`src/design/apsp_pkg.sv`:
```
package apsp_pkg;

   localparam int DIST_W  = 26;
   localparam int ENTRY_W = DIST_W + 1;

   localparam logic [ENTRY_W-1:0] UNREACH_ENTRY = {1'b1, {DIST_W{1'b0}}};
   localparam logic [DIST_W-1:0]  DIST_MAX      = {DIST_W{1'b1}};

   typedef enum logic [1:0] {
      ACT_CLEAR   = 2'd0,
      ACT_LOAD    = 2'd1,
      ACT_COMPUTE = 2'd2,
      ACT_READ    = 2'd3
   } action_type;

   typedef enum logic [2:0] {
      ST_IDLE,
      ST_CLEAR,
      ST_READ,
      ST_ROW,
      ST_IK,
      ST_SWEEP,
      ST_DONE
   } state_type;

   typedef struct packed {
      logic shift;
      logic load;
   } cell_ctrl_type;

endpackage

```
`src/design/apsp_cell.sv`:
```
module apsp_cell import apsp_pkg::*; (
   input  logic               clock,
   input  cell_ctrl_type      ctrl,
   input  logic               wrap,
   input  logic [ENTRY_W-1:0] nbr_val,
   input  logic [ENTRY_W-1:0] head_val,
   input  logic [ENTRY_W-1:0] load_val,
   output logic [ENTRY_W-1:0] val
);

   logic [ENTRY_W-1:0] val_ff;
   logic [ENTRY_W-1:0] val_in;

   // the last live cell closes the ring, or takes fresh row data while loading
   always_comb begin
      val_in = val_ff;
      if (ctrl.shift) begin
         if (wrap) begin
            val_in = ctrl.load ? load_val : head_val;
         end else begin
            val_in = nbr_val;
         end
      end
   end

   always_ff @(posedge clock) begin
      val_ff <= val_in;
   end

   assign val = val_ff;

endmodule

```
`config.mk`:
```
export PLATFORM = sky130hd
export DESIGN_NAME = apsp_cell
export DESIGN_NICKNAME = d
export VERILOG_FILES = /design/src/design/apsp_pkg.sv /design/src/design/apsp_cell.sv
export SDC_FILE = /design/constraint.sdc
export NUM_CORES = 1
export LEC_CHECK = 0
export ABC_CLOCK_PERIOD_IN_PS = 1100
export BUFFER_PORTS_ARGS = -buffer_cell sky130_fd_sc_hd__buf_2
export CAP_MARGIN = 20
export CORE_MARGIN = 2
export CORE_UTILIZATION = 39
export CTS_CLUSTER_SIZE = 30
export DETAILED_ROUTE_END_ITERATION = 7
export GPL_TIMING_DRIVEN = 0
export PLACE_DENSITY = 0.8
export SETUP_SLACK_MARGIN = 0.05
export SYNTH_ARGS = -nofsm -noshare
export SYNTH_HDL_FRONTEND = slang
export SYNTH_SLANG_ARGS = --single-unit
```
`constraint.sdc`:
```
create_clock -name clock -period 1.1 [get_ports clock]
set_input_delay 0.11 -clock clock [delete_from_list [all_inputs] [get_ports clock]]
set_output_delay 0.11 -clock clock [all_outputs]
set_load 0.005 [all_outputs]
```
* Yosys cells after proc, flatten, opt, wreduce, memory -nomap -nowiden *
Index checks and enable logic that the tools add are counted.

storage, ports and cells
  bits in registers = 27
  bits of input ports = 85
  output and inout port bits = 27
  logic and storage cells = 3

cells by class
  mux-type cells = 2

operator list
  cell                count
  27-bit two-way mux  2

* Logic depth before layout (Yosys ltp) *
Gate-level depths: netlist of the first run.

  word-level depth = 2
  gate-level depth with buffers = 4
  depth with buffers taken out = 2

* Worst setup path before layout of the first run *
Ideal clock, no wire load.

  path type = in2reg
  start = in ctrl[0] (netlist bit)
  end = reg val_ff[10], in the netlist val[10] (data pin)
  arrival = 0.627 ns
  required time = 0.830 ns
  path slack = 0.203 ns
  stages = 4
  cell sequence = buf_6 -> buf_12 -> mux2i_1 -> a21oi_1

between the ends
  cells in the longest elaborated chain, start to end = 2

RTL lines
  what                    line             RTL
  start: declaration      apsp_cell.sv:3   input cell_ctrl_type ctrl,
  27-bit two-way mux      apsp_cell.sv:19  val_in = ctrl.load ? load_val : head_val;
  27-bit two-way mux      apsp_cell.sv:18  if (wrap) begin
  end signal: assignment  apsp_cell.sv:27  val_ff <= val_in;
  end: declaration        apsp_cell.sv:11  logic [ENTRY_W-1:0] val_ff;

Every way passes these cells.
A chain may end at the register's enable or synchronous reset.

* Final worst setup path of the first run *
  start = reg val_ff[5], in the netlist val[5]
  end = out val[5]

RTL lines
  what              line            RTL
  end: declaration  apsp_cell.sv:8  output logic [ENTRY_W-1:0] val

No word-level cell between the ends.

==> flow_metrics.tcl, run 1 <==
set metrics [dict create \
    initialDrtViolationCount 24 \
    period_share_pct 89.60 \
    ys_types 8 \
    syn-num-nets 202 \
    cp_slowest_cell "edfxtp_1" \
    vias 1272 \
    period_needed_ps 985.6 \
    cp-end-kind "output port" \
    status "completed" \
    largest_reg_flops 27 \
    synth_largest_area_cell "edfxtp_1" \
    hold_viol 0 \
    synthTopCellsByArea "edfxtp_1, mux2i_1, a21oi_1" \
    num_io_pins 112 \
    die_y_um 63.84 \
    dieArea_sq_mm 0.004075 \
    p_leak_nw 1.000 \
    finalSetupTns_ps 0 \
    slew_headroom_pct 61.29 \
    clock-sinks 27 \
    setup_viol 0 \
    cts_setup_buffers 0 \
    cts-root-buf "clkbuf_4" \
    cp_cell_sequence "buf_2" \
    cp.arrival_ps 880 \
    cts_made_buffers 3 \
    clkPwrFrac_pct 19.6 \
    grt_overflow 0 \
    critical_path.endpoint "val[5]" \
    clock_path_buffers 2 \
    worst-path-stages 1 \
    io_buffers 109 \
    path_buf_inv 1 \
    cp.required_ps 990 \
    grt_pass1_wl_um 5313 \
    min_path_type "input pin to flip-flop" \
    die_x_um 63.84 \
    n_antenna_cell 0 \
    ys_seq_elements 27 \
    rsz0062_at_grt "false" \
    hold_ws_ps 83.48 \
    worstHoldPathCells 3 \
    syn_inst 117 \
    crit_path_start "val[5]$_DFFE_PP_" \
    grt_max_degree 28 \
    max_clock_freq_ghz 1.015 \
    gp_congestion 0.7779 \
    drive_gt1_share_pct 52.17 \
    slowest_delay_ps 400 \
    worst_setup_path_start_kind "flip-flop" \
    grt_use_total_pct 16.78 \
    nFillCells 316 \
    place_inst 272 \
    grt_pass1_vias 1229 \
    dp_hpwl_um 2845 \
    p_int_mw 1.655 \
    syn_area_sq_mm 0.001396 \
    critical_path_class "flip-flop to output port" \
    switching_share_pct 24.27 \
    synth.top_cell.area_share_pct 58.06 \
    finalNetCount 316 \
    cellPowerDensity_mw_per_mm2 1077 \
    combPwrFrac_pct 22.3 \
    critical_path_peak_fanout 1 \
    ir_drop_v 0.0004454 \
    via_per_inst 4.609 \
    hp-start "nbr_val[6]" \
    syn-mean-instance-area_sq_um 11.93 \
    fin_cells 276 \
    post_cts.resized_instances 0 \
    cts_hold_buf 0 \
    ant_nets 0 \
    ys_seq_area_share_pct 58.06 \
    cts_tree "yes" \
    worst-slew-pin-transition_ps 580.7 \
    slew_viol_final 0 \
    start_util_pct 41.20 \
    cts_max_level 1 \
    core_area_sq_mm 0.003390 \
    avgRoutedWirePerCell_um 12.60 \
    drt_wl_total_um 3477 \
    rows 21 \
    drcViolationCount 0 \
    yosys_warnings 0 \
    dr.pass1.iters 4 \
    antenna_found_initial 0 \
    seq_power_share_pct 58.1 \
    cts.clk_slew.worst_paths_ps 160 \
    maxCapViolations 0 \
    syn2layout_area_growth_pct 45.34 \
    crit_family "flip-flops" \
    switchingPower_mw 0.5306 \
]
## placed cells by master (no fill, tap or decap)
| cell | n |
|---|---|
| buf_12 | 2 |
| buf_6 | 1 |
| clkbuf_4 | 3 |
| buf_2 | 113 |
| clkbuf_1 | 2 |
| mux2i_1 | 27 |
| clkinvlp_4 | 1 |
| edfxtp_1 | 27 |
| a21oi_1 | 27 |
| nor2_1 | 27 |
## worst min-delay path, delay by kind of cell
kind,cells,cell delay (ps)
AOI/OAI and AO/OA,1,90
buffers and inverters,1,80
and+or+nand+nor,1,30
## power by group through the flow
stage                     Sequential [mW]  Combinational [mW]  Clock [mW]
after floorplan                      1.31               0.187           0
after global placement               1.29               0.486           0
after detailed placement             1.30               0.496           0
after CTS                            1.27               0.497       0.445
after global routing                 1.28               0.545       0.484
final                                1.27               0.488       0.428
## metrics by stage
stage / worst slack [ps] / utilization [%] / area [sq um] / total power [mW]
5_1_grt: 68.78 / 59.87 / 2029 / 2.307
4_1_cts: 97.99 / 59.87 / 2029 / 2.213
2_1_floorplan: 202.7 / - / 1396 / 1.501
3_5_place_dp: -25.04 / 58.99 / 1999 / 1.792
3_3_place_gp: 1.480 / 58.99 / 1999 / 1.778
6_report: 114.4 / 59.87 / 2029 / 2.186
## routing by layer
| layer | share of wire [%] | global-route usage (%) |
|---|---|---|
| met2 | 54 | 32.42 |
| met4 | 1.0 | 7.337 |
| met5 | 0 | 0 |
| met3 | 7.8 | 2.817 |
| met1 | 37 | 17.47 |
## final cells by class
type / instances / area, sq um / share of cell area [%]
flip-flops and latches: 27 / 810.8 / 39.95
multi-input cells: 81 / 506.7 / 24.97
repair buffers: 109 / 545.5 / 26.88
clock inverters: 1 / 7.507 / 0.3699
plain buffers: 9 / 78.83 / 3.884
clock buffers: 3 / 22.52 / 1.110
well taps: 46 / 57.56 / 2.836
## cells by family (layout without fill, tap and decap cells)
logic type / count (synthesis) / count (layout) / share of synthesized area (%)
AO/OA/AOI/OAI: 27 / 27 / 9.677
buffers and inverters: 9 / 122 / 5.645
flip-flops: 27 / 27 / 58.06
multiplexers: 27 / 27 / 19.35
AND/OR/NAND/NOR: 27 / 27 / 7.258
## synth_stat cells
cell type	number
mux2i_1	27
clkbuf_1	2
edfxtp_1	27
a21oi_1	27
buf_6	1
buf_12	2
buf_2	4
nor2_1	27
## worst min-delay path by stage
stage	end
final	val[6]$_DFFE_PP_
after global routing	val[9]$_DFFE_PP_
after CTS	val[10]$_DFFE_PP_
after detailed placement	val[10]$_DFFE_PP_
after global placement	val[8]$_DFFE_PP_
after floorplan	val[0]$_DFFE_PP_
Note: power is estimated with default switching activity, not from simulation.
==> inputs of run 2 (changes only) <==
- HOLD_SLACK_MARGIN: default -> 0.12
- MAX_ROUTING_LAYER: default -> met4
- SLEW_MARGIN: default -> 0
==> run 2 against run 1 <==
Against the previous run:
- hold slack improved by 35 ps
- sequential power about the same
- core utilization increased by 6.8 points
- total power increased by 3.7%
- first-iteration DRC count increased by 130%
- die area unchanged
- maximum frequency decreased by 3.7%
- design area increased by 11%
- critical path type unchanged
- largest cell class is now buffers
- largest power group unchanged
==> flow_metrics.tcl, run 2 (synthesized netlist as in run 1, its figures left out) <==
set metrics [dict create \
    wl_met3_um 217 \
    hold_viol 0 \
    slew_headroom_pct 60.83 \
    slew_viol_final 0 \
    via_per_inst 4.625 \
    clock_path_buffers 2 \
    cp.required_ps 990 \
    dr_wl_met2_um 2267 \
    met1_length_um 1462 \
    worst_setup_path_start_kind "flip-flop" \
    cellPowerDensity_mw_per_mm2 1003 \
    path_buf_inv 1 \
    vias 1383 \
    final_util_pct 66.67 \
    p_leak_nw 1.096 \
    cts_tree "yes" \
    status "completed" \
    largest_reg_flops 27 \
    cts.clk_slew.worst_paths_ps 160 \
    core_area_sq_mm 0.003390 \
    ant_nets 0 \
    layout_setup_ws_ps 76.98 \
    maxCapViolations 0 \
    finalNetCount 339 \
    min_path_type "input pin to flip-flop" \
    cts_setup_buffers 0 \
    cp_cell_sequence "buf_2" \
    cp-end-kind "output port" \
    die_y_um 63.84 \
    drive_gt1_share_pct 47.43 \
    clock-sinks 27 \
    cp.arrival_ps 910 \
    num_io_pins 112 \
    slowest_delay_ps 430 \
    dp_hpwl_um 2845 \
    grt_pass1_wl_um 6058 \
    grt_use_total_pct 19.77 \
    crit_family "flip-flops" \
    die_x_um 63.84 \
    cts_max_level 1 \
    drt_wl_total_um 3986 \
    pre_cts_slack_ps -25.04 \
    period_needed_ps 1023 \
    gp_congestion 0.7886 \
    cts-root-buf "clkbuf_4" \
    antenna_found_initial 0 \
    mostFrequentLayoutCell "buf_2" \
    cts_made_buffers 3 \
    grt_max_degree 28 \
    start_util_pct 41.20 \
    ir_drop_v 0.0004479 \
    rsz0062_at_grt "true" \
    io_buffers 109 \
    grt_overflow 0 \
    n_antenna_cell 0 \
    post_cts.resized_instances 0 \
    worst-slew-pin-transition_ps 587.5 \
    final_cell_mix "buf_2, mux2i_1, nor2_1, a21oi_1, edfxtp_1" \
    grt_pass1_vias 1384 \
    critical_path_peak_fanout 1 \
    hold_ws_ps 118.2 \
    drcViolationCount 0 \
    critical_path_class "flip-flop to output port" \
    avgRoutedWirePerCell_um 13.33 \
    cp_slowest_cell "edfxtp_1" \
    initialDrtViolationCount 54 \
    max_clock_freq_ghz 0.9775 \
    top_layer "met4" \
    dieArea_sq_mm 0.004075 \
    setup_viol 0 \
    period_share_pct 93.00 \
    syn2layout_area_growth_pct 61.83 \
    rows 21 \
    dr.pass1.iters 4 \
]
[run 2: cell count changes in the layout (fill, tap and decap cells not counted), sizes merged]
| cell | change |
|---|---|
| dlygate4sd3 | +23 |
[run 2: through the flow]
| stage | total power, mW | instances | instance area, sq um | setup TNS [ps] |
|---|---|---|---|---|
| 2_1_floorplan | 1.501 | 117 | 1396 | 0 |
| 3_3_place_gp | 1.778 | 272 | 1999 | 0 |
| 3_5_place_dp | 1.792 | 272 | 1999 | -49.79 |
| 4_1_cts | 2.277 | 299 | 2260 | 0 |
| 5_1_grt | 2.383 | 299 | 2260 | 0 |
| 6_report | 2.267 | 299 | 2260 | 0 |
[run 2: what timing repair did]
action                                 CTS  global route
setup endpoints to repair                0             1
hold buffers                            23             0
endpoints found under the hold margin   23             0
[run 2: worst paths after layout]
check | from | to | slack (ps) | cells after the start
hold / removal | nbr_val[26] | val[26]$_DFFE_PP_ | 120 | 3
setup / recovery | val[13]$_DFFE_PP_ | val[13] | 80 | 1
[run 2: per-layer routing]
layer,vias up,track usage [%]
li1,697,-
met1,618,19.63
met2,64,38.28
met3,4,1.937
met4,0,8.967
met5,-,-
[run 2: layout make-up]
cell class / instances / area (sq um)
well taps: 46 / 57.56
multi-input cells: 81 / 506.7
plain buffers: 9 / 78.83
clock buffers: 3 / 22.52
flip-flops and latches: 27 / 810.8
clock inverters: 1 / 7.507
fillers: 277 / 1130
repair buffers: 132 / 775.7
[run 2: report_power, final]
group	internal, mW	total [mW]	leakage, nW	switching [mW]
Sequential	1.25	1.27	0.265	0.0233
Clock	0.139	0.434	0.0139	0.295
Combinational	0.321	0.560	0.817	0.240
Total	1.71	2.27	1.10	0.558
[run 2: tightest hold or removal path: stages]
cell,delay [ps]
buf_2,80
nor2_1,30
a21oi_1,100
